**src/sv/macs_pkg.sv**
```systemverilog
`timescale 1ns / 1ps

package macs_pkg;

    // history depth
    localparam int MAX_WINDOW_DEF = 256;

    // field widths
    localparam int PRICE_W      = 32;
    localparam int WORTH_W      = 32;
    localparam int ALLOC_W      = 33;
    localparam int WINDOW_REG_W = 9;
    localparam int PCT_W        = 7;
    localparam int CFG_INDEX_W  = 2;
    localparam int CFG_DATA_W   = 9;

    // register reset values
    localparam logic [WINDOW_REG_W-1:0] SHORT_WINDOW_RST = 9'd1;
    localparam logic [WINDOW_REG_W-1:0] LONG_WINDOW_RST  = 9'd2;
    localparam logic [PCT_W-1:0]        RESERVE_RST      = 7'd0;

    localparam logic [PCT_W-1:0] PCT_FULL = 7'd100;

    // divide by one hundred split over the two halves of net worth
    localparam int HALF_W      = 16;
    localparam int PART_W      = 23;
    localparam int MID_W       = 24;
    localparam int LOW_QUOT_W  = 17;
    localparam int RECIP_W     = 25;
    localparam int RECIP_SHIFT = 31;
    localparam int RECIP_PROD_W = MID_W + RECIP_W;
    localparam logic [RECIP_W-1:0] RECIP_100 = 25'd21474837;

    typedef enum logic [CFG_INDEX_W-1:0] {
        REG_SHORT_WINDOW = 2'd0,
        REG_LONG_WINDOW  = 2'd1,
        REG_RESERVE      = 2'd2
    } macs_reg_t;

    // accept, clear, step and load enables handed from the top level to the datapath units
    typedef struct packed {
        logic accept;
        logic clear;
        logic step;
        logic ld2;
        logic ld3;
        logic ld4;
    } macs_ctrl_t;

endpackage

```
**src/sv/macs_trend.sv**
```systemverilog
`timescale 1ns / 1ps

module macs_trend #(
    parameter int MAX_WINDOW = macs_pkg::MAX_WINDOW_DEF
) (
    input  logic                              clk,
    input  logic                              rst_n,
    input  macs_pkg::macs_ctrl_t              ctrl,
    input  logic [macs_pkg::PRICE_W-1:0]      price,
    input  logic [macs_pkg::PRICE_W-1:0]      leave_short,
    input  logic [macs_pkg::PRICE_W-1:0]      leave_long,
    input  logic [$clog2(MAX_WINDOW+1)-1:0]   short_len,
    input  logic [$clog2(MAX_WINDOW+1)-1:0]   long_len,
    output logic                              above
);
    import macs_pkg::*;

    localparam int WIN_W  = $clog2(MAX_WINDOW + 1);
    localparam int SUM_W  = PRICE_W + $clog2(MAX_WINDOW);
    localparam int PROD_W = SUM_W + WIN_W;

    logic [PRICE_W-1:0] price_reg;
    logic [SUM_W-1:0]   short_sum_reg, short_sum_next;
    logic [SUM_W-1:0]   long_sum_reg, long_sum_next;
    logic [PROD_W-1:0]  cross_short_reg, cross_long_reg;
    logic               above_reg;

    assign short_sum_next = short_sum_reg + SUM_W'(price_reg) - SUM_W'(leave_short);
    assign long_sum_next  = long_sum_reg  + SUM_W'(price_reg) - SUM_W'(leave_long);

    always_ff @(posedge clk)
    begin
        if (ctrl.accept)
        begin
            price_reg <= price;
        end
    end

    always_ff @(posedge clk or negedge rst_n)
    begin
        if (!rst_n)
        begin
            short_sum_reg <= '0;
            long_sum_reg  <= '0;
        end
        else if (ctrl.clear)
        begin
            short_sum_reg <= '0;
            long_sum_reg  <= '0;
        end
        else if (ctrl.step)
        begin
            short_sum_reg <= short_sum_next;
            long_sum_reg  <= long_sum_next;
        end
    end

    // averages compared by cross multiplication
    always_ff @(posedge clk)
    begin
        if (ctrl.ld3)
        begin
            cross_short_reg <= PROD_W'(short_sum_reg) * PROD_W'(long_len);
            cross_long_reg  <= PROD_W'(long_sum_reg) * PROD_W'(short_len);
        end
        if (ctrl.ld4)
        begin
            above_reg <= (cross_short_reg > cross_long_reg);
        end
    end

    assign above = above_reg;

endmodule

```
**config.mk**
```make
export PLATFORM = sky130hd
export DESIGN_NAME = macs_trend
export DESIGN_NICKNAME = d
export VERILOG_FILES = /design/src/sv/macs_pkg.sv /design/src/sv/macs_trend.sv
export SDC_FILE = /design/constraint.sdc
export NUM_CORES = 2
export LEC_CHECK = 0
export ABC_AREA = 1
export ABC_CLOCK_PERIOD_IN_PS = 4750
export BUFFER_PORTS_ARGS = -buffer_cell sky130_fd_sc_hd__buf_4
export CAP_MARGIN = 20
export CORE_MARGIN = 10
export CORE_UTILIZATION = 65
export CTS_CLUSTER_DIAMETER = 50
export DETAILED_ROUTE_END_ITERATION = 7
export PLACE_DENSITY_LB_ADDON = 0.12
export SYNTH_ARGS = -nofsm -noshare
export SYNTH_HDL_FRONTEND = slang
export SYNTH_SLANG_ARGS = --single-unit
export TNS_END_PERCENT = 5
```
**constraint.sdc**
```tcl
create_clock -name clk -period 4.75 [get_ports clk]
set_input_delay 0.475 -clock clk [delete_from_list [all_inputs] [get_ports clk]]
set_output_delay 0.475 -clock clk [all_outputs]
set_load 0.005 [all_outputs]
```
# ---- After elaboration in Yosys (flattened, before gate mapping)
# Cells that the tools add are included.
dict set report totals {
  inputBits 122
  mem_count 0
  latch_bits 0
  reg_bits 211
  word_cells 18
  ramBits 0
  mem_bits_ro 0
}
dict set report classes {
  eq_ne 0
  add_sub_neg 4
  magnitude_cmp 1
  bitwise 0
  n_div 0
  mux 4
  n_mul 2
  shifts 0
  reduce_logical 1
}
# op count
set ops {}
lappend ops {{$mux 40} 4}
lappend ops {{$mul 40x9->49} 2}
lappend ops {{$add 40x32->40} 2}
lappend ops {{$sub 40x32->40} 2}
lappend ops {{$gt 49x49->1} 1}
lappend ops {{$reduce_bool 2->1} 1}

# ---- Depth between registers and ports, before layout
dict set report logic_depth {
  ltp_word 4
  depth_mapped 25
  depth_no_buf 24
}

# ---- Worst setup path after synthesis
# OpenSTA, ideal clock, no wires.
dict set report synth_timing {
  path_type {in2reg}
  startpoint {input port short_len[0]}
  endpoint {register cross_long_reg[43] (data pin)}
  t_required_ps 4498
  stages 18
  n_path_buf 1
  slack_ps 316
  setup_ps 252
  arrival_time_ps 4182
  path_cell_list {clkbuf_1 nand2_1 fa_1 inv_1 fa_1 fa_1 inv_1 fa_1 inv_1 ha_1 nand2_1 o21ai_0 a21oi_1 nor2_1 nor3_1 nand2_1 nand2_1 nand2_1}
}
dict set report synth_between {
  elab_chain_len 1
}
# item line_no
set synth_lines {}
lappend synth_lines {{from (decl)} macs_trend.sv:12} ;# input logic [$clog2(MAX_WINDOW+1)-1:0] short_len,
lappend synth_lines {{$mul 40x9->49} macs_trend.sv:64} ;# cross_long_reg <= PROD_W'(long_sum_reg) * PROD_W'(short_len);
lappend synth_lines {{to (signal assigned)} macs_trend.sv:64}
lappend synth_lines {{to (decl)} macs_trend.sv:25} ;# logic [PROD_W-1:0] cross_short_reg, cross_long_reg;
# Every way passes these cells.
# A chain may end at the register's enable or synchronous reset.

# ---- Worst setup path in the final report
dict set report layout_timing {
  startpoint {register long_sum_reg[33]}
  endpoint {register cross_long_reg[41] (data pin)}
}
dict set report layout_between {
  elab_chain_len 1
}
# item line_no
set layout_lines {}
lappend layout_lines {{from (decl)} macs_trend.sv:24} ;# logic [SUM_W-1:0] long_sum_reg, long_sum_next;
lappend layout_lines {{from (signal assigned)} macs_trend.sv:54} ;# long_sum_reg <= long_sum_next;
lappend layout_lines {{$mul 40x9->49} macs_trend.sv:64}
# Every way passes these cells.

==> results.json <==
{
  "postRouteAntennaNets": 0,
  "grt_max_degree": 59,
  "initial_core_util": 0.654,
  "fin_util": 0.750,
  "path_max_fanout": 6,
  "vias_per_cell": 5.26,
  "cts_tree": "yes",
  "grt_pass1_vias": 37283,
  "vias": 37505,
  "insertion_delay_ps": 630,
  "post-route-min-period_ps": 4680,
  "hold_path.class": "in2reg",
  "report.final.hold_viol_count": 0,
  "ys_seq_elements": 211,
  "synth_cell_types": 38,
  "overflow": 0,
  "root_buffer": "clkbuf_16",
  "cp_top_family": "adder cells",
  "crit_path_top_delay_cell": "fa_1",
  "nets": 7252,
  "place_area_sq_um": 45500,
  "yosysWarnings": 0,
  "grt_usage": 0.332,
  "setup_viol": 0,
  "wl_um": 122000,
  "critPathLaunchType": "flip-flop",
  "path_clk_slew_ps": 70,
  "antenna_found_initial": 5,
  "fin_ws_ps": 68.5,
  "fin_area_sq_um": 47200,
  "holdWs_ps": 20.8,
  "cts.sinks": 211,
  "drive_above_1_share": 0.124,
  "crit_chain": "buf_4, nand2_1, inv_1, fa_1, inv_1, fa_1, inv_1, fa_1, inv_1, fa_1, inv_1, ha_1, nand2_2, nor2_2, inv_1, nor4_4, nand3_1, nand4_1, nand2_1",
  "die_width_um": 272,
  "area_growth_pct": 14.6,
  "max_cap_violations": 0,
  "coreArea_sq_um": 63000,
  "grt_pass1_wl_um": 195000,
  "io_pins": 123,
  "final_common_cell": "inv_1",
  "drv_slew": 0,
  "antenna_cells": 0,
  "netlist_instances": 5918,
  "pre_cts_ws_ps": -179,
  "end_kind": "flip-flop",
  "h-tree-depth": 1,
  "cp.buffers_inverters": 7,
  "fmax_mhz": 214,
  "syn_avg_cell_area_sq_um": 6.96,
  "crit_type": "reg2reg",
  "rows": 92,
  "clock_skew_ps": 50.7,
  "synth_edf_count": 131,
  "first_iter_violations": 3561,
  "cts_buffers": 31,
  "route.detailed.drc": 0,
  "syn-num-nets": 6905,
  "synth.area.top_cells": "fa_1, nand2_1, inv_1, edfxtp_1, ha_1",
  "synth-async-reset-ratio": 0.379,
  "layout_common_cells": "inv_1, nand2_1, fa_1",
  "io_buffers": 121,
  "synth_largest_area_cell": "fa_1",
  "slew_headroom": 0.253,
  "grt_setup_unrepaired": "true",
  "cp_common_cell": "inv_1",
  "min_period_over_period": 0.986,
  "tightest_slew_ps": 1120,
  "synth_top_area_frac": 0.291,
  "wl_per_cell_um": 17.1,
  "status": "complete, no violations",
  "synth_ff_type": "edfxtp_1",
  "place_hpwl_um": 103000,
  "cp_data_required_time_ps": 5080,
  "dieArea_sq_um": 73900,
  "cts.path.max_buffers": 3,
  "gp_congestion": 0.997,
  "yosysSeqAreaShare": 0.144,
  "synth_area_sq_um": 41200,
  "die_h_um": 272,
  "dr.pass1.iters": 5,
  "crit_arrival_ps": 5010,
  "max_stage_delay_ps": 540
}
-- worst register-to-register path, stage by stage (launching register included) --
cell and delay [ps]:
dfrtp_2 520, buf_4 210, nand2_1 60, inv_1 60, fa_1 540, inv_1 60, fa_1 480, inv_1 50
fa_1 480, inv_1 50, fa_1 490, inv_1 50, ha_1 330, nand2_2 100, nor2_2 180, inv_1 110
nor4_4 280, nand3_1 130, nand4_1 110, nand2_1 100
-- Yosys cell counts, types with 11 or more instances --
library cell  number
nor2_2            29
a21oi_1          226
o21ai_0          158
nand3_1          168
inv_1           1754
nand3_2           11
nor2_1           292
nand2_1         1764
edfxtp_1         131
o21bai_1          12
o22ai_1           16
nand4_1           35
nor3_1            24
dfrtp_1           80
fa_1             598
xnor2_1           30
nand2_2           45
clkbuf_1         165
o21a_1            12
ha_1             267
xor2_1            32
-- per-stage QoR --
step / TNS [ps] / std cells
floorplan: 0 / 5918
global placement: -3610 / 7057
detailed placement: -6860 / 7057
CTS: 0 / 7119
global route: -873 / 7136
finish: 0 / 7136
-- final timing paths --
check | from | end | slack [ps] | cells past startpoint
setup / recovery | long_sum_reg[33] | cross_long_reg[41] | 70 | 19
hold / removal | price[8] | price_reg[8] | 20 | 1
setup reg to reg | long_sum_reg[33] | cross_long_reg[41] | 70 | 19
hold reg to reg | long_sum_reg[24] | long_sum_reg[24] | 600 | 2
max in group asynchronous | rst_n | short_sum_reg[31] | 3250 | 3
min in group asynchronous | rst_n | short_sum_reg[10] | 450 | 2
-- cell families (layout without fill, tap and decap cells) --
family | count (synthesis) | count (layout) | share of synthesized area
AND/OR/NAND/NOR | 2410 | 2410 | 0.238
buffers and inverters | 1923 | 2295 | 0.175
adder cells (fa/ha/maj) | 865 | 865 | 0.372
AO/OA/AOI/OAI | 447 | 447 | 0.0582
flip-flops | 211 | 211 | 0.144
XOR/XNOR | 62 | 62 | 0.0132
-- area by class of cell --
type,count,area (sq um)
Multi-Input combinational cell,3784,28400
Fill cell,5057,15800
Inverter,1755,6590
Sequential cell,211,6010
Timing Repair Buffer,482,4070
Tap cell,846,1060
Clock buffer,31,776
Clock inverter,27,348
-- repair_timing --
action	in CTS	in global routing
gates resized for setup	7	159
setup endpoints to repair	19	70
hold buffers	4	0
endpoints found under the hold margin	48	0
setup buffers	0	17
pin swaps	0	9
-- routing by layer --
metal,vias to the layer above,share of wire,track usage
met5,-,0.00046,0
met4,8,0.034,0.0981
met3,197,0.11,0.0782
met2,1633,0.44,0.523
met1,17833,0.42,0.451
li1,17834,-,-
Power is not shown: default switching activity piles up to over one toggle a cycle in this logic, so the estimate is an artifact.
